--- config.mk ---
export PLATFORM = sky130hd
export DESIGN_NAME = calendar_clock_with_wheel_edit
export DESIGN_NICKNAME = d
export VERILOG_FILES = /design/src/sv/ccwe_pkg.sv /design/src/sv/calendar_clock_with_wheel_edit.sv /design/src/sv/ccwe_front.sv /design/src/sv/ccwe_queue.sv /design/src/sv/ccwe_back.sv
export VERILOG_INCLUDE_DIRS = /design/src /design/src/sv
export SDC_FILE = /design/constraint.sdc
export NUM_CORES = 1
export LEC_CHECK = 0
export BUFFER_PORTS_ARGS = -buffer_cell sky130_fd_sc_hd__buf_4
export CORE_MARGIN = 3
export CORE_UTILIZATION = 50
export DETAILED_ROUTE_END_ITERATION = 12
export GPL_TIMING_DRIVEN = 1
export PLACE_DENSITY = 0.76
export SLEW_MARGIN = 20
export SYNTH_ARGS = -nofsm -noshare
export SYNTH_HDL_FRONTEND = slang
export SYNTH_HIERARCHICAL = 1
export SYNTH_SLANG_ARGS = --single-unit
--- constraint.sdc ---
create_clock -name clk -period 3.71 [get_ports clk]
set_clock_uncertainty 0.05 [all_clocks]
set_input_delay 0.9275 -clock clk [delete_from_list [all_inputs] [get_ports clk]]
set_output_delay 0.9275 -clock clk [all_outputs]
set_load 0.05 [all_outputs]
--- src/sv/calendar_clock_with_wheel_edit_assert.svh ---
// Assertion macros shared by the calendar clock RTL.
`ifndef CALENDAR_CLOCK_WITH_WHEEL_EDIT_ASSERT_SVH
`define CALENDAR_CLOCK_WITH_WHEEL_EDIT_ASSERT_SVH

// Condition that must hold at every clock edge out of reset.
`define CCWE_ASSERT_ALWAYS(label, cond, msg) \
    label: assert property (@(posedge clk) disable iff (!rst_n) (cond)) else $error(msg);

// Consequent checked in the cycle after the antecedent.
`define CCWE_ASSERT_NEXT(label, ante, cons, msg) \
    label: assert property (@(posedge clk) disable iff (!rst_n) (ante) |=> (cons)) \
        else $error(msg);

`endif

--- src/sv/ccwe_pkg.sv ---
// Types, constants and calendar helpers for the calendar clock.
`timescale 1ns / 1ps

package ccwe_pkg;

    localparam int CMD_W   = 3;
    localparam int WHEEL_W = 12;
    localparam int MONTH_W = 4;
    localparam int DAY_W   = 5;
    localparam int HOUR_W  = 5;
    localparam int MIN_W   = 6;
    localparam int SEC_W   = 6;
    localparam int FIELD_W = 3;

    localparam logic [CMD_W-1:0] CMD_TICK  = 3'd0;
    localparam logic [CMD_W-1:0] CMD_ENTER = 3'd1;
    localparam logic [CMD_W-1:0] CMD_NEXT  = 3'd2;
    localparam logic [CMD_W-1:0] CMD_WHEEL = 3'd3;
    localparam logic [CMD_W-1:0] CMD_EXIT  = 3'd4;

    localparam logic [MONTH_W-1:0] LAST_MONTH  = 4'd11;
    localparam logic [HOUR_W-1:0]  LAST_HOUR   = 5'd23;
    localparam logic [MIN_W-1:0]   LAST_MIN    = 6'd59;
    localparam logic [SEC_W-1:0]   LAST_SEC    = 6'd59;
    localparam logic [FIELD_W-1:0] LAST_FIELD  = 3'd4;
    localparam logic [MONTH_W-1:0] RESET_MONTH = 4'd3;
    localparam logic [DAY_W-1:0]   RESET_DAY   = 5'd16;

    typedef enum logic [1:0] {
        ACT_NONE = 2'd0,
        ACT_UP   = 2'd1,
        ACT_DOWN = 2'd2
    } act_t;

    typedef enum logic [2:0] {
        UNIT_MONTH = 3'd0,
        UNIT_DAY   = 3'd1,
        UNIT_HOUR  = 3'd2,
        UNIT_MIN   = 3'd3,
        UNIT_SEC   = 3'd4
    } unit_t;

    typedef struct packed {
        act_t               act;
        unit_t              unit;
        logic               editing;
        logic [FIELD_W-1:0] field;
    } op_t;

    function automatic logic [DAY_W-1:0] month_len(input logic [MONTH_W-1:0] m);
        logic [DAY_W-1:0] len;
        case (m) inside
            4'd1:                     len = 5'd29;
            4'd3, 4'd5, 4'd8, 4'd10:  len = 5'd30;
            default:                  len = 5'd31;
        endcase
        return len;
    endfunction

    function automatic logic [MONTH_W-1:0] next_month(input logic [MONTH_W-1:0] m);
        return (m >= LAST_MONTH) ? 4'd0 : m + 4'd1;
    endfunction

    function automatic logic [MONTH_W-1:0] prev_month(input logic [MONTH_W-1:0] m);
        return (m == 4'd0) ? LAST_MONTH : m - 4'd1;
    endfunction

    function automatic unit_t field_unit(input logic [FIELD_W-1:0] f);
        unit_t u;
        unique case (f)
            3'd0:    u = UNIT_MONTH;
            3'd1:    u = UNIT_DAY;
            3'd2:    u = UNIT_HOUR;
            3'd3:    u = UNIT_MIN;
            default: u = UNIT_SEC;
        endcase
        return u;
    endfunction

endpackage

--- src/sv/calendar_clock_with_wheel_edit.sv ---
// Top level of the calendar clock with wheel editing.
// Path: the queue registers each input item, then the back end registers the result and raises out_valid.
// Throughput: one item per cycle while the queue has room and out_ready holds; each end steps at most once per cycle.
// The queue between them absorbs output stalls up to QUEUE_DEPTH items.
// Reset: day 16 of month 3, 00:00:00, run mode, field 0, last wheel 0, queue empty.
`timescale 1ns / 1ps

module calendar_clock_with_wheel_edit #(
    parameter int QUEUE_DEPTH = 4
) (
    input  logic                         clk,
    input  logic                         rst_n,
    input  logic                         in_valid,
    output logic                         in_ready,
    input  logic [ccwe_pkg::CMD_W-1:0]   cmd,
    input  logic [ccwe_pkg::WHEEL_W-1:0] wheel_sample,
    output logic                         out_valid,
    input  logic                         out_ready,
    output logic [ccwe_pkg::MONTH_W-1:0] month_index,
    output logic [ccwe_pkg::DAY_W-1:0]   day_of_month,
    output logic [ccwe_pkg::HOUR_W-1:0]  hour_of_day,
    output logic [ccwe_pkg::MIN_W-1:0]   minute_of_hour,
    output logic [ccwe_pkg::SEC_W-1:0]   second_of_minute,
    output logic                         editing,
    output logic [ccwe_pkg::FIELD_W-1:0] selected_field
);
    import ccwe_pkg::*;

    logic q_ready, q_valid, push, pop;
    op_t  push_op, pop_op;

    ccwe_front u_front (
        .clk          (clk),
        .rst_n        (rst_n),
        .in_valid     (in_valid),
        .in_ready     (in_ready),
        .cmd          (cmd),
        .wheel_sample (wheel_sample),
        .q_ready      (q_ready),
        .push         (push),
        .push_op      (push_op)
    );

    ccwe_queue #(
        .DEPTH (QUEUE_DEPTH)
    ) u_queue (
        .clk     (clk),
        .rst_n   (rst_n),
        .push    (push),
        .push_op (push_op),
        .q_ready (q_ready),
        .pop     (pop),
        .q_valid (q_valid),
        .pop_op  (pop_op)
    );

    ccwe_back u_back (
        .clk              (clk),
        .rst_n            (rst_n),
        .q_valid          (q_valid),
        .pop_op           (pop_op),
        .pop              (pop),
        .out_valid        (out_valid),
        .out_ready        (out_ready),
        .month_index      (month_index),
        .day_of_month     (day_of_month),
        .hour_of_day      (hour_of_day),
        .minute_of_hour   (minute_of_hour),
        .second_of_minute (second_of_minute),
        .editing          (editing),
        .selected_field   (selected_field)
    );

endmodule

--- src/sv/ccwe_front.sv ---
// Front end: command decode, edit mode, field select and wheel compare.
`timescale 1ns / 1ps

module ccwe_front (
    input  logic                         clk,
    input  logic                         rst_n,
    input  logic                         in_valid,
    output logic                         in_ready,
    input  logic [ccwe_pkg::CMD_W-1:0]   cmd,
    input  logic [ccwe_pkg::WHEEL_W-1:0] wheel_sample,
    input  logic                         q_ready,
    output logic                         push,
    output ccwe_pkg::op_t                push_op
);
    import ccwe_pkg::*;

    localparam logic [WHEEL_W-1:0] WHEEL_TOP   = 12'd4082;
    localparam logic [WHEEL_W:0]   WHEEL_DELTA = 13'd80;

    logic               edit_reg, edit_next;
    logic [FIELD_W-1:0] field_reg, field_next;
    logic [WHEEL_W-1:0] last_wheel_reg, last_wheel_next;
    logic               wheel_up, wheel_down;
    act_t               op_act;
    unit_t              op_unit;

    assign in_ready = q_ready;
    assign push     = in_valid && q_ready;

    always_comb
    begin
        wheel_up   = (wheel_sample > WHEEL_TOP) ||
                     (({1'b0, last_wheel_reg} + WHEEL_DELTA) < {1'b0, wheel_sample});
        wheel_down = (({1'b0, wheel_sample} + WHEEL_DELTA) < {1'b0, last_wheel_reg});
        edit_next       = edit_reg;
        field_next      = field_reg;
        last_wheel_next = last_wheel_reg;
        op_act          = ACT_NONE;
        op_unit         = UNIT_SEC;
        unique case (cmd)
            CMD_TICK:
            begin
                if (!edit_reg)
                begin
                    op_act = ACT_UP;
                end
            end
            CMD_ENTER:
            begin
                if (!edit_reg)
                begin
                    edit_next       = 1'b1;
                    field_next      = '0;
                    last_wheel_next = wheel_sample;
                end
            end
            CMD_NEXT:
            begin
                if (edit_reg)
                begin
                    field_next = (field_reg >= LAST_FIELD) ? 3'd0 : field_reg + 3'd1;
                end
            end
            CMD_WHEEL:
            begin
                if (edit_reg)
                begin
                    op_unit = field_unit(field_reg);
                    if (wheel_up)
                    begin
                        op_act          = ACT_UP;
                        last_wheel_next = wheel_sample;
                    end
                    else if (wheel_down)
                    begin
                        op_act          = ACT_DOWN;
                        last_wheel_next = wheel_sample;
                    end
                end
            end
            CMD_EXIT:
            begin
                edit_next = 1'b0;
            end
            default:
            begin
            end
        endcase
        push_op.act     = op_act;
        push_op.unit    = op_unit;
        push_op.editing = edit_next;
        push_op.field   = field_next;
    end

    always_ff @(posedge clk or negedge rst_n)
    begin
        if (!rst_n)
        begin
            edit_reg       <= 1'b0;
            field_reg      <= '0;
            last_wheel_reg <= '0;
        end
        else if (push)
        begin
            edit_reg       <= edit_next;
            field_reg      <= field_next;
            last_wheel_reg <= last_wheel_next;
        end
    end

endmodule

--- src/sv/ccwe_queue.sv ---
// Small transfer queue between front end and back end.
`timescale 1ns / 1ps

module ccwe_queue #(
    parameter int DEPTH = 4
) (
    input  logic          clk,
    input  logic          rst_n,
    input  logic          push,
    input  ccwe_pkg::op_t push_op,
    output logic          q_ready,
    input  logic          pop,
    output logic          q_valid,
    output ccwe_pkg::op_t pop_op
);
    import ccwe_pkg::*;

    localparam int PTR_W = (DEPTH > 1) ? $clog2(DEPTH) : 1;
    localparam int CNT_W = $clog2(DEPTH + 1);

    op_t              mem_reg [DEPTH];
    logic [PTR_W-1:0] wr_ptr_reg, wr_ptr_next;
    logic [PTR_W-1:0] rd_ptr_reg, rd_ptr_next;
    logic [CNT_W-1:0] count_reg, count_next;
    logic             do_push, do_pop;

    assign q_ready = (count_reg != CNT_W'(DEPTH));
    assign q_valid = (count_reg != '0);
    assign pop_op  = mem_reg[rd_ptr_reg];
    assign do_push = push && q_ready;
    assign do_pop  = pop && q_valid;

    always_comb
    begin
        wr_ptr_next = wr_ptr_reg;
        rd_ptr_next = rd_ptr_reg;
        count_next  = count_reg;
        if (do_push)
        begin
            wr_ptr_next = (wr_ptr_reg == PTR_W'(DEPTH - 1)) ? '0 : wr_ptr_reg + 1'b1;
        end
        if (do_pop)
        begin
            rd_ptr_next = (rd_ptr_reg == PTR_W'(DEPTH - 1)) ? '0 : rd_ptr_reg + 1'b1;
        end
        if (do_push && !do_pop)
        begin
            count_next = count_reg + 1'b1;
        end
        else if (do_pop && !do_push)
        begin
            count_next = count_reg - 1'b1;
        end
    end

    always_ff @(posedge clk)
    begin
        if (do_push)
        begin
            mem_reg[wr_ptr_reg] <= push_op;
        end
    end

    always_ff @(posedge clk or negedge rst_n)
    begin
        if (!rst_n)
        begin
            wr_ptr_reg <= '0;
            rd_ptr_reg <= '0;
            count_reg  <= '0;
        end
        else
        begin
            wr_ptr_reg <= wr_ptr_next;
            rd_ptr_reg <= rd_ptr_next;
            count_reg  <= count_next;
        end
    end

endmodule

--- src/sv/ccwe_back.sv ---
// Back end: decoded time registers, carry and borrow stepping, result register.
`timescale 1ns / 1ps
`include "calendar_clock_with_wheel_edit_assert.svh"

module ccwe_back (
    input  logic                         clk,
    input  logic                         rst_n,
    input  logic                         q_valid,
    input  ccwe_pkg::op_t                pop_op,
    output logic                         pop,
    output logic                         out_valid,
    input  logic                         out_ready,
    output logic [ccwe_pkg::MONTH_W-1:0] month_index,
    output logic [ccwe_pkg::DAY_W-1:0]   day_of_month,
    output logic [ccwe_pkg::HOUR_W-1:0]  hour_of_day,
    output logic [ccwe_pkg::MIN_W-1:0]   minute_of_hour,
    output logic [ccwe_pkg::SEC_W-1:0]   second_of_minute,
    output logic                         editing,
    output logic [ccwe_pkg::FIELD_W-1:0] selected_field
);
    import ccwe_pkg::*;

    logic               out_valid_reg, out_valid_next;
    logic [MONTH_W-1:0] month_reg, month_next, month_alt;
    logic [DAY_W-1:0]   day_reg, day_next, alt_len;
    logic [HOUR_W-1:0]  hour_reg, hour_next;
    logic [MIN_W-1:0]   min_reg, min_next;
    logic [SEC_W-1:0]   sec_reg, sec_next;
    logic               editing_reg;
    logic [FIELD_W-1:0] field_reg;
    logic               carry;

    logic                            time_ok;
    logic                            tick_up, hold_step, month_step;
    logic [SEC_W-1:0]                sec_inc;
    logic [HOUR_W+MIN_W+SEC_W-1:0]   tod_vec;
    logic [MONTH_W+DAY_W-1:0]        date_vec;

    assign pop = q_valid && (!out_valid_reg || out_ready);

    always_comb
    begin
        out_valid_next = pop ? 1'b1 : (out_ready ? 1'b0 : out_valid_reg);
    end

    always_comb
    begin
        month_next = month_reg;
        day_next   = day_reg;
        hour_next  = hour_reg;
        min_next   = min_reg;
        sec_next   = sec_reg;
        month_alt  = '0;
        alt_len    = '0;
        carry      = 1'b0;
        case (pop_op.act)
            ACT_UP:
            begin
                carry = (pop_op.unit == UNIT_SEC);
                if (carry)
                begin
                    if (sec_reg == LAST_SEC)
                    begin
                        sec_next = '0;
                    end
                    else
                    begin
                        sec_next = sec_reg + 6'd1;
                        carry    = 1'b0;
                    end
                end
                carry = carry || (pop_op.unit == UNIT_MIN);
                if (carry)
                begin
                    if (min_reg == LAST_MIN)
                    begin
                        min_next = '0;
                    end
                    else
                    begin
                        min_next = min_reg + 6'd1;
                        carry    = 1'b0;
                    end
                end
                carry = carry || (pop_op.unit == UNIT_HOUR);
                if (carry)
                begin
                    if (hour_reg == LAST_HOUR)
                    begin
                        hour_next = '0;
                    end
                    else
                    begin
                        hour_next = hour_reg + 5'd1;
                        carry     = 1'b0;
                    end
                end
                carry = carry || (pop_op.unit == UNIT_DAY);
                if (carry)
                begin
                    if (day_reg >= month_len(month_reg) - 5'd1)
                    begin
                        day_next   = '0;
                        month_next = next_month(month_reg);
                    end
                    else
                    begin
                        day_next = day_reg + 5'd1;
                    end
                end
                if (pop_op.unit == UNIT_MONTH)
                begin
                    month_alt = next_month(month_reg);
                    alt_len   = month_len(month_alt);
                    if (day_reg >= alt_len)
                    begin
                        month_next = next_month(month_alt);
                        day_next   = day_reg - alt_len;
                    end
                    else
                    begin
                        month_next = month_alt;
                    end
                end
            end
            ACT_DOWN:
            begin
                carry = (pop_op.unit == UNIT_SEC);
                if (carry)
                begin
                    if (sec_reg == '0)
                    begin
                        sec_next = LAST_SEC;
                    end
                    else
                    begin
                        sec_next = sec_reg - 6'd1;
                        carry    = 1'b0;
                    end
                end
                carry = carry || (pop_op.unit == UNIT_MIN);
                if (carry)
                begin
                    if (min_reg == '0)
                    begin
                        min_next = LAST_MIN;
                    end
                    else
                    begin
                        min_next = min_reg - 6'd1;
                        carry    = 1'b0;
                    end
                end
                carry = carry || (pop_op.unit == UNIT_HOUR);
                if (carry)
                begin
                    if (hour_reg == '0)
                    begin
                        hour_next = LAST_HOUR;
                    end
                    else
                    begin
                        hour_next = hour_reg - 5'd1;
                        carry     = 1'b0;
                    end
                end
                carry = carry || (pop_op.unit == UNIT_DAY);
                if (carry)
                begin
                    if (day_reg == '0)
                    begin
                        month_next = prev_month(month_reg);
                        day_next   = month_len(month_next) - 5'd1;
                    end
                    else
                    begin
                        day_next = day_reg - 5'd1;
                    end
                end
                if (pop_op.unit == UNIT_MONTH)
                begin
                    month_alt = prev_month(month_reg);
                    alt_len   = month_len(month_alt);
                    if (day_reg >= alt_len)
                    begin
                        day_next = day_reg - alt_len;
                    end
                    else
                    begin
                        month_next = month_alt;
                    end
                end
            end
            default:
            begin
            end
        endcase
    end

    always_ff @(posedge clk or negedge rst_n)
    begin
        if (!rst_n)
        begin
            out_valid_reg <= 1'b0;
            month_reg     <= RESET_MONTH;
            day_reg       <= RESET_DAY;
            hour_reg      <= '0;
            min_reg       <= '0;
            sec_reg       <= '0;
            editing_reg   <= 1'b0;
            field_reg     <= '0;
        end
        else
        begin
            out_valid_reg <= out_valid_next;
            if (pop)
            begin
                month_reg   <= month_next;
                day_reg     <= day_next;
                hour_reg    <= hour_next;
                min_reg     <= min_next;
                sec_reg     <= sec_next;
                editing_reg <= pop_op.editing;
                field_reg   <= pop_op.field;
            end
        end
    end

    assign out_valid        = out_valid_reg;
    assign month_index      = month_reg;
    assign day_of_month     = day_reg;
    assign hour_of_day      = hour_reg;
    assign minute_of_hour   = min_reg;
    assign second_of_minute = sec_reg;
    assign editing          = editing_reg;
    assign selected_field   = field_reg;

    assign time_ok    = (sec_reg <= LAST_SEC) && (min_reg <= LAST_MIN) &&
                        (hour_reg <= LAST_HOUR) && (month_reg <= LAST_MONTH) &&
                        (day_reg < month_len(month_reg));
    assign tick_up    = pop && (pop_op.act == ACT_UP) && (pop_op.unit == UNIT_SEC);
    assign hold_step  = pop && (pop_op.act == ACT_NONE);
    assign month_step = pop && (pop_op.act != ACT_NONE) && (pop_op.unit == UNIT_MONTH);
    assign sec_inc    = (sec_reg == LAST_SEC) ? '0 : sec_reg + 6'd1;
    assign tod_vec    = {hour_reg, min_reg, sec_reg};
    assign date_vec   = {month_reg, day_reg};

    `CCWE_ASSERT_ALWAYS(a_time_in_range, time_ok, "decoded time out of range")
    `CCWE_ASSERT_NEXT(a_tick_second, tick_up, sec_reg == $past(sec_inc), "second step wrong")
    `CCWE_ASSERT_NEXT(a_no_step_holds, hold_step, $stable({date_vec, tod_vec}), "time moved")
    `CCWE_ASSERT_NEXT(a_month_keeps_clock, month_step, $stable(tod_vec), "month step moved clock")

endmodule

=== Word-level counts from Yosys, hierarchy flattened ===
Memory sizes are Yosys's and may differ from the RTL's.
Index checks and enable logic that the tools add are counted.

* Flip-flop bits (word level): 54
* RAM bits: 36
* Word-level logic and storage cells: 225
* Memories: 1

* Add/sub/neg operators: 22
* $lt $le $gt $ge: 9
* Equal/unequal tests: 45
* Multiplexer cells: 95
* Reduce and logical (&&, ||, !) cells: 39

{| class="wikitable"
|+ Memories
! name !! words !! width !! rd ports !! clocked after memory_dff !! write ports !! RTL line !! text
|-
| u_queue.mem_reg || 4 || 9 || 1 || 0 || 1 || ccwe_queue.sv:21 || <nowiki>op_t mem_reg [DEPTH];</nowiki>
|}

{| class="wikitable"
|+ Operator list
! operator !! count
|-
| two-way mux 5 bit || 23
|-
| two-way mux 12 bit || 4
|-
| two-way mux 6 bit || 8
|-
| two-way mux 4 bit || 11
|-
| adder 12 x 7 -> 13 bit, second input constant || 2
|-
| < comparator 13 x 12 -> 1 bit || 2
|-
| two-way mux 1 bit || 26
|-
| == test 4 bit, second input constant || 6
|-
| case mux 12 bit (2 select lines) || 1
|-
| case mux 6 bit (2 select lines) || 2
|-
| two-way mux 3 bit || 7
|-
| case mux 5 bit (2 select lines) || 2
|-
| subtractor 5 x 1 -> 5 bit, second input constant || 4
|-
| == test 3 x 2 -> 1 bit, second input constant || 6
|-
| AND reduction 4 bit || 4
|-
| greater-or-equal comparator 5 bit || 3
|-
| adder 6 x 1 -> 6 bit, second input constant || 2
|-
| == test 4 x 1 -> 1 bit, second input constant || 3
|-
| == test 4 x 2 -> 1 bit, second input constant || 3
|-
| == test 4 x 3 -> 1 bit, second input constant || 3
|-
| == test 6 bit, second input constant || 2
|-
| > comparator 12 bit, second input constant || 1
|-
| zero test 6 bit || 2
|-
| two-way mux 2 bit || 6
|-
| other kinds (35) || 77
|}

=== Depth between registers and ports, before layout ===
Gate-level depths: netlist of the first run.

* Depth after elaboration: 20
* Mapped depth: 19
* Mapped depth without buffers: 18

=== By module ===
Netlist of the first run, hierarchy kept.

{| class="wikitable"
|+ Modules (own cells, without submodules)
! module !! times used !! cells each !! area each (sq um) !! sequential area each (sq um)
|-
| ccwe_back || 1 || 428 || 3316.9 || 779.5
|-
| ccwe_queue || 1 || 83 || 1736.7 || 1256.2
|-
| ccwe_front || 1 || 185 || 1627.8 || 400.4
|}

=== Worst setup path after synthesis of the first run ===
OpenSTA, ideal clock, no wires.

* Path type: register -> register
* Start point: register u_back.month_reg[0] (netlist: u_back/month_index[0])
* End point: register u_back.month_reg[2] (netlist: u_back/month_index[2])
* Setup time: 0.069 ns
* Arrival: 3.538 ns
* Data required time: 3.591 ns
* Setup slack: 0.053 ns
* Stages on the path, launching flop included: 12
* Path through: dfstp_2 inv_1 ha_1 o311ai_0 mux2i_1 ha_1 nand2b_1 a21oi_1 o21ai_0 o211ai_2 or4b_1 nand3_1

* Cells in the longest elaborated chain, start to end: 12
* Elaborated cells between the ends (all ways): 54
* Classes of those cells: add/sub (4); order compare (5); eq/ne (16); mux (24); reduce/logical (5)

{| class="wikitable"
|+ Ends and longest elaborated chain
! what !! RTL line !! text
|-
| start, declared || ccwe_back.sv:24 || <nowiki>logic [MONTH_W-1:0] month_reg, month_next, month_alt;</nowiki>
|-
| start signal, assigned || ccwe_back.sv:218 || <nowiki>month_reg <= month_next;</nowiki>
|-
| subtractor 4 x 1 -> 4 bit, or another cell as far along || ccwe_pkg.sv:65 || <nowiki>return (m == 4'd0) ? LAST_MONTH : m - 4'd1;</nowiki>
|-
| two-way mux 4 bit (on tied branches) || ccwe_pkg.sv:65, ccwe_pkg.sv:61 ||
|-
| == test 4 bit, or another cell as far along || ccwe_back.sv:183 || <nowiki>alt_len = month_len(month_alt);</nowiki>
|-
| OR reduction 4 bit || ccwe_pkg.sv:52 || <nowiki>case (m) inside</nowiki>
|-
| two-way mux 1 bit || ccwe_pkg.sv:52 ||
|-
| two-way mux 5 bit || ccwe_pkg.sv:52 ||
|-
| two-way mux 5 bit (on tied branches) || ccwe_back.sv:180, ccwe_back.sv:111 ||
|-
| two-way mux 5 bit || ccwe_back.sv:56 || <nowiki>case (pop_op.act)</nowiki>
|-
| greater-or-equal comparator 5 bit (on tied branches) || ccwe_back.sv:184, ccwe_back.sv:115 ||
|-
| two-way mux 4 bit (on tied branches) || ccwe_back.sv:184, ccwe_back.sv:115 ||
|-
| two-way mux 4 bit (on tied branches) || ccwe_back.sv:180, ccwe_back.sv:111 ||
|-
| case mux 4 bit (2 select lines) || ccwe_back.sv:56 ||
|}

Several ways; a longest one is shown, not always the timed one. The select of a mux whose other input is x is not followed.
A chain may end at the register's enable or synchronous reset.

=== Final worst setup path of the first run ===
* Start point: register u_back.month_reg[0] (netlist: u_back/month_index[0])
* End point: register u_back.day_reg[0] (netlist: u_back/day_of_month[0])

* Cells in the longest elaborated chain, start to end: 15
* Elaborated cells between the ends (all ways): 55
* Classes of those cells: add/sub (6); order compare (4); eq/ne (15); mux (26); reduce/logical (4)

{| class="wikitable"
|+ Ends and longest elaborated chain
! what !! RTL line !! text
|-
| subtractor 4 x 1 -> 4 bit / zero test 4 bit (equally long branches) || ccwe_pkg.sv:65 ||
|-
| two-way mux 4 bit || ccwe_pkg.sv:65 ||
|-
| == test 4 bit, or another cell as far along || ccwe_back.sv:173, ccwe_back.sv:183 ||
|-
| OR reduction 4 bit || ccwe_pkg.sv:52 ||
|-
| two-way mux 1 bit || ccwe_pkg.sv:52 ||
|-
| two-way mux 5 bit || ccwe_pkg.sv:52 ||
|-
| two-way mux 5 bit || ccwe_back.sv:170 || <nowiki>if (day_reg == '0)</nowiki>
|-
| two-way mux 5 bit || ccwe_back.sv:168 || <nowiki>if (carry)</nowiki>
|-
| two-way mux 5 bit || ccwe_back.sv:56 ||
|-
| subtractor 5 x 1 -> 5 bit || ccwe_back.sv:173 || <nowiki>day_next = month_len(month_next) - 5'd1;</nowiki>
|-
| two-way mux 5 bit || ccwe_back.sv:170 ||
|-
| two-way mux 5 bit || ccwe_back.sv:168 ||
|-
| two-way mux 5 bit || ccwe_back.sv:184 || <nowiki>if (day_reg >= alt_len)</nowiki>
|-
| two-way mux 5 bit || ccwe_back.sv:180 || <nowiki>if (pop_op.unit == UNIT_MONTH)</nowiki>
|-
| case mux 5 bit (2 select lines) (*) || ccwe_back.sv:56 ||
|-
| end signal, assigned || ccwe_back.sv:219 || <nowiki>day_reg <= day_next;</nowiki>
|-
| end, declared || ccwe_back.sv:25 || <nowiki>logic [DAY_W-1:0] day_reg, day_next, alt_len;</nowiki>
|}

Every way passes the cells marked *; elsewhere a longest branch is shown, timed or not. The select of a mux whose other input is x is not followed.

==> flow_summary.yaml, run 1 <==
timing:
  tightest_slew_ns: 0.815
  final.period_utilization_pct: 96.4
  slew-limit-headroom_pct: 45.4
  tns_ns: 0
  final_hold_viol_count: 0
  drv_slew: 0
  setup_viol: 0
  fin_crit_ns: 3.58
  fmaxAchievable_mhz: 280
flow_run:
  max_cap_violations: 0
pwr:
  leakagePower_nw: 3.30
  p_total_w: 0.00742
  power_density_nw_per_um2: 970
  peakVddDrop_mv: 0.441
setup_path:
  worst_setup_path_start_kind: "flip-flop"
  cp_cell_sequence: "clkinvlp_4 > buf_4 > ha_1 > xnor2_2 > mux2_2 > mux2i_2 > ha_1 > nand2b_1 > a21oi_2 > nor2_1 > o31a_1 > o32a_1"
  worstPathRequired_ns: 3.89
  crit_path_max_incr_delay_ns: 0.62
  crit_type: "reg -> reg"
  critPathSlowestCell: "dfstp_2"
  end_kind: "flip-flop"
  crit_arrival_ns: 3.76
  critPathMaxFanout: 7
  crit_top_cell: "ha_1"
logic_synthesis:
  ys_top_cells_by_area: "dfrtp_1 (19%), edfxtp_1 (16%), ha_1 (12%)"
  avgSynthCellArea_um2: 9.60
  synth_cell_types: 87
  ys_warn_count: 6
  syn-cell-area_um2: 6680
  synth-edff-count: 36
  synthesis.instances: 696
  synthFlopType: "dfrtp_1"
  synthDominantCellAreaShare_pct: 19.1
  synth-seq-cells: 90
  yosysSeqAreaShare_pct: 36.5
  synth_top_area_cell: "dfrtp_1"
  postSynth.asyncResetShare_pct: 60.0
  synthesis.nets: 780
route:
  wirelength_mm: 15.9
  drc: 0
  detail_route.wl_per_cell_um: 17.2
  dr.pass1.iters: 5
  drt_iter0_drc: 440
  vias_per_cell: 6.12
  vias: 5688
  ant_nets: 0
finish:
  final_cells: 929
  nFillCells: 1088
  final_util_pct: 59.7
  multiInputGateArea_um2: 3960
  fin_nets: 836
  diodes: 0
  area_growth_pct: 14.5
  final_area_um2: 7650
  layout_common_cells: "buf_4 (70), ha_1 (60), nor2_1 (57)"
  drive_above_1_share_pct: 20.3
  ff_latch_area_um2: 2440
  mostFrequentLayoutCell: "buf_4"
  largest_reg_flops: 36
clock_network:
  htreeDepth: 3
  cts_buffers: 9
  cts_tree: "built"
  cts_hold_buf: 0
  clk-insertion-delay-late_ns: 0.35
  cts_root_buf: "clkbuf_16"
  cts.sinks: 90
  clk_pin_slew_ns: 0.07
  max-clock-path-buffers: 2
grt:
  grt_pass1_wl_mm: 26.2
  gr-total-overflow: 0
  antenna_found_initial: 0
  grt_usage_pct: 21.7
  grt_max_degree: 55
  grt_pass1_vias: 5559
hold_path:
  hold_class: "reg -> reg"
place:
  portBuffers: 50
  place_inst: 905
  hpwlAfterDp_mm: 11.7
  gp_congestion: 0.930
  placed_cell_area_um2: 7220
die:
  dieArea_um2: 14800
  start_util_pct: 52.1
  die_y_um: 122
  die_x_um: 122
  coreArea_um2: 12800
  io_pins: 51
  fp-row-count: 41
status:
  status: "completed"
logic make-up (layout without fill, tap and decap cells):
| logic type | Yosys count | in the layout | share of synthesized area [%] |
|---|---|---|---|
| simple gates | 232 | 232 | 18.4 |
| other cells | 1 | 1 | 0.0561 |
| mux | 37 | 37 | 7.58 |
| compound gates | 168 | 168 | 16.7 |
| fa+ha+maj | 65 | 65 | 12.5 |
| xor+xnor | 23 | 23 | 3.01 |
| buf+inv | 80 | 141 | 5.32 |
| flops | 90 | 90 | 36.5 |
cell type report:
cell class | count | area share [%]
clock buffers | 10 | 3.12
clock inverters | 6 | 0.752
flip-flops and latches | 90 | 31.8
repair buffers | 71 | 7.03
well taps | 172 | 2.81
inverters | 54 | 2.70
multi-input cells | 526 | 51.7
worst max-delay path, delay by kind of cell, from the launching register on:
kind,cells,cell delay (ns)
buffers and inverters,2,0.33
AND/OR/NAND/NOR,2,0.26
multiplexers,2,0.57
AO/OA/AOI/OAI,3,0.86
adder cells (fa/ha/maj),2,0.54
flip-flops,1,0.62
XOR/XNOR,1,0.22
synthesized netlist by cell type (3+ instances only):
cell type	count
clkbuf_1	15
nor2_1	58
o21ai_0	41
dfrtp_1	51
a31oi_1	5
a21oi_1	44
o221ai_1	4
ha_1	62
or3_1	5
nand2_1	46
nor2b_1	3
nor3_1	23
nand3_1	24
nor3b_1	4
mux4_2	9
xor2_1	7
a22oi_1	5
o22ai_1	6
and3_2	5
nor4_1	4
nand4_1	7
buf_6	3
a211oi_1	7
mux2_2	11
mux2i_1	15
edfxtp_1	36
and2b_2	4
o2111ai_1	4
o21ai_1	3
inv_1	53
a32oi_1	3
fa_1	3
nor4b_1	3
o211ai_1	3
xnor2_1	16
dfstp_2	3
a21o_1	7
and3_1	7
nand2b_1	16
o31ai_1	7
routing by layer:
metal	wire length (um)	share of wire, %	up-vias	GRT usage [%]
li1	-	-	2673	-
met1	6790	43	2785	27.9
met2	8070	51	201	37.6
met3	785	4.9	29	3.57
met4	297	1.9	0	7.07
met5	0	0	-	0
power by group:
| group | internal [W] | switching [W] | leakage [nW] |
|---|---|---|---|
| clock network | 0.000488 | 0.000422 | 0.147 |
| logic | 0.00188 | 0.00279 | 2.20 |
| registers | 0.00143 | 0.000408 | 0.952 |
| total | 0.00380 | 0.00362 | 3.30 |
final timing paths:
path                                        from                         end  slack [ns]  cells past startpoint
min in group asynchronous                  rst_n   u_front/last_wheel_reg[0]        0.58                      1
max in group asynchronous                  rst_n  u_back/second_of_minute[2]        2.53                      1
hold reg to reg             u_queue/count_reg[2]        u_queue/count_reg[2]        0.44                      1
setup reg to reg           u_back/month_index[0]      u_back/day_of_month[0]        0.13                     12
setup / recovery           u_back/month_index[0]      u_back/day_of_month[0]        0.13                     12
hold / removal              u_queue/count_reg[2]        u_queue/count_reg[2]        0.44                      1
metrics by stage:
| stage | setup slack [ns] | hold slack [ns] |
|---|---|---|
| 2_1_floorplan | 0.0528 | 0.397 |
| 3_3_place_gp | 0.180 | 0.417 |
| 3_5_place_dp | 0.0624 | 0.421 |
| 4_1_cts | 0.0193 | 0.435 |
| 5_1_grt | -0.0163 | 0.460 |
| 6_report | 0.134 | 0.435 |
timing repair:
item | in CTS | in global routing
endpoints found under the setup margin | 0 | 8
gates resized for setup | 0 | 18
setup buffers | 0 | 8
No activity file was read; power rests on OpenSTA's default activity.
==> run 2, diff against run 1 <==
--- a/config.mk
+++ b/config.mk
@@ -15,5 +15,4 @@
 export SLEW_MARGIN = 20
 export SYNTH_ARGS = -nofsm -noshare
 export SYNTH_HDL_FRONTEND = slang
-export SYNTH_HIERARCHICAL = 1
 export SYNTH_SLANG_ARGS = --single-unit
==> constraint.sdc (replaced) <==
create_clock -name clk -period 4.1 [get_ports clk]
set_clock_uncertainty 0.05 [all_clocks]
set_input_delay 1.025 -clock clk [delete_from_list [all_inputs] [get_ports clk]]
set_output_delay 1.025 -clock clk [all_outputs]
set_load 0.05 [all_outputs]
==> run 2 against run 1 <==
Clock power down 8.1%. Sequential cell count unchanged. Die area up 1.1%. Area after synthesis up 1.2%. Synthesized cell count up 5.2%. Highest routed layer unchanged. Critical endpoint is now u_back.day_of_month[2]. Total power down 15%.
==> flow_summary.yaml, run 2 <==
status:
  status: "completed"
route:
  drt_iter0_drc: 395
  drc: 0
  vias_per_cell: 6.12
  wirelength_mm: 15.4
  dr.pass1.iters: 5
  vias: 5799
  ant_nets: 0
  detail_route.wl_per_cell_um: 16.2
grt:
  antenna_found_initial: 0
  gr-total-overflow: 0
  grt_pass1_vias: 5424
  grt_max_degree: 55
  grt_usage_pct: 21.0
  grt_pass1_wl_mm: 25.6
clock_network:
  cts_resized: 0
  htreeDepth: 3
  cts_buffers: 9
  max-clock-path-buffers: 2
  clk_pin_slew_ns: 0.07
  cts_root_buf: "clkbuf_16"
  postCtsSetupBuffers: 0
  cts_tree: "built"
  clk-insertion-delay-late_ns: 0.35
  cts.sinks: 90
  cts_hold_buf: 0
logic_synthesis:
  synth_compound_area_share_pct: 21.5
  synth-edff-count: 36
  synthDominantCellAreaShare_pct: 18.9
  ys_warn_count: 0
  synthesis.nets: 816
  yosysSeqAreaShare_pct: 36.0
  syn-cell-area_um2: 6760
  avgSynthCellArea_um2: 9.24
  synth-adder-area-share_pct: 12.4
  yosysMostFrequentCell: "ha_1"
  synth_cell_types: 80
  ys_top_cells_by_area: "dfrtp_1 (19%), edfxtp_1 (16%), ha_1 (11%)"
  synth_top_area_cell: "dfrtp_1"
  synthTopCellsByCount: "ha_1 (62), inv_1 (61), a21oi_1 (58), nor2_1 (58), nand2_1 (57)"
  postSynth.asyncResetShare_pct: 60.0
  synthesis.instances: 732
  synthFlopType: "dfrtp_1"
  synth_xor_xnor_area_share_pct: 2.98
  yosys-mux-area-fraction_pct: 5.11
  synth-seq-cells: 90
  synth_top_family_by_area: "compound AO/OA/AOI/OAI gates"
  synthSimpleGateAreaFrac_pct: 16.3
timing:
  final_hold_viol_count: 0
  hold_slack_ns: 0.448
  tightest_slew_ns: 0.725
  fin_crit_ns: 3.56
  drv_slew: 0
  slew-limit-headroom_pct: 51.7
  rsz0062_at_grt: "false"
  tns_ns: 0
  fmaxAchievable_mhz: 281
  setup_viol: 0
  final.period_utilization_pct: 86.9
die:
  fp-row-count: 41
  start_util_pct: 52.3
  die_y_um: 122
  io_pins: 51
  coreArea_um2: 12900
  dieArea_um2: 15000
  die_x_um: 122
setup_path:
  worstPathRequired_ns: 4.26
  worstRegToRegCells: 15
  cp_cell_sequence: "ha_1 > o21ai_0 > nand2_1 > inv_1 > ha_1 > nor3b_1 > a21oi_1 > o22a_1 > ha_1 > nand2b_1 > a21oi_1 > nor3_2 > buf_4 > o311ai_0 > a31oi_1"
  end_kind: "flip-flop"
  critPathSlowestCell: "dfstp_2"
  worst_setup_path_start_kind: "flip-flop"
  crit_path_max_incr_delay_ns: 0.61
  critPathMaxFanout: 8
  crit_type: "reg -> reg"
  crit_cells: 15
  crit_top_cell: "ha_1"
  crit_family: "compound AO/OA/AOI/OAI gates"
  crit_arrival_ns: 3.72
  path_buf_inv: 2
finish:
  drive_above_1_share_pct: 14.3
  layout_common_cells: "ha_1 (62), inv_1 (61), buf_4 (60)"
  diodes: 0
  nFillCells: 1103
  fin_nets: 855
  mostFrequentLayoutCell: "ha_1"
  area_growth_pct: 12.0
  largest_reg_flops: 36
hold_path:
  holdPathStages: 1
  hold_class: "reg -> reg"
pwr:
  p_total_w: 0.00630
  power_density_nw_per_um2: 832
  leakagePower_nw: 3.23
  peakVddDrop_mv: 0.343
place:
  hpwlAfterDp_mm: 11.2
  portBuffers: 50
  gp_congestion: 0.919
flow_run:
  max_cap_violations: 0
==> run 2: path summary, 6_finish.rpt <==
path	from	endpoint	slack, ns
max	u_back.month_index[1]	u_back.day_of_month[2]	0.54
min	u_queue.count_reg[2]	u_queue.count_reg[2]	0.45
max reg2reg	u_back.month_index[1]	u_back.day_of_month[2]	0.54
min reg2reg	u_queue.count_reg[2]	u_queue.count_reg[2]	0.45
max in group asynchronous	rst_n	u_front.last_wheel_reg[1]	2.83
min in group asynchronous	rst_n	u_back.day_of_month[0]	0.70
==> run 2: area by class of cell <==
type / instances / area [um^2] / share of cell area, %
multi-input combinational: 548 / 3950 / 52.1
sequential: 90 / 2440 / 32.2
timing repair buffer: 60 / 450 / 5.95
inverter: 62 / 233 / 3.07
clock buffer: 10 / 229 / 3.02
tap: 172 / 215 / 2.84
clock inverter: 6 / 66.3 / 0.875
==> run 2: power breakdown <==
part	total [W]	leakage [nW]	internal [W]	switching [W]
sequential	0.00178	0.958	0.00129	0.000485
clock	0.000836	0.147	0.000476	0.000359
combinational	0.00369	2.12	0.00148	0.00221
==> run 2: cells by family (layout without fill, tap and decap cells) <==
kind of cell,count (synthesis),after routing
XOR/XNOR,23,23
AND/OR/NAND/NOR,222,222
flip-flops,90,90
buffers and inverters,94,138
AO/OA/AOI/OAI,217,217
adder cells (fa/ha/maj),65,65
multiplexers,20,20
other,1,1
==> run 2: worst register-to-register path: stages, from the launching register on <==
cell,delay (ns)
dfstp_2,0.61
ha_1,0.32
o21ai_0,0.15
nand2_1,0.15
inv_1,0.09
ha_1,0.23
nor3b_1,0.20
a21oi_1,0.06
o22a_1,0.21
ha_1,0.29
nand2b_1,0.14
a21oi_1,0.18
nor3_2,0.07
buf_4,0.16
o311ai_0,0.38
a31oi_1,0.13
==> run 2: metal layers <==
layer | GRT usage [%] | routed length [um]
met3 | 4.19 | 854
met1 | 27.0 | 6490
met5 | 0 | 0
met4 | 4.69 | 143
met2 | 36.6 | 7880
==> run 2: stage by stage <==
stage | setup slack [ns] | std cells | instance area, um^2 | util [%]
5_1_grt | 0.200 | 948 | 7570 | 58.6
4_1_cts | 0.552 | 948 | 7570 | 58.6
6_report | 0.539 | 948 | 7570 | 58.6
2_1_floorplan | 0.680 | 732 | 6760 | -
3_3_place_gp | 0.439 | 932 | 7280 | 56.3
3_5_place_dp | 0.340 | 932 | 7280 | 56.3
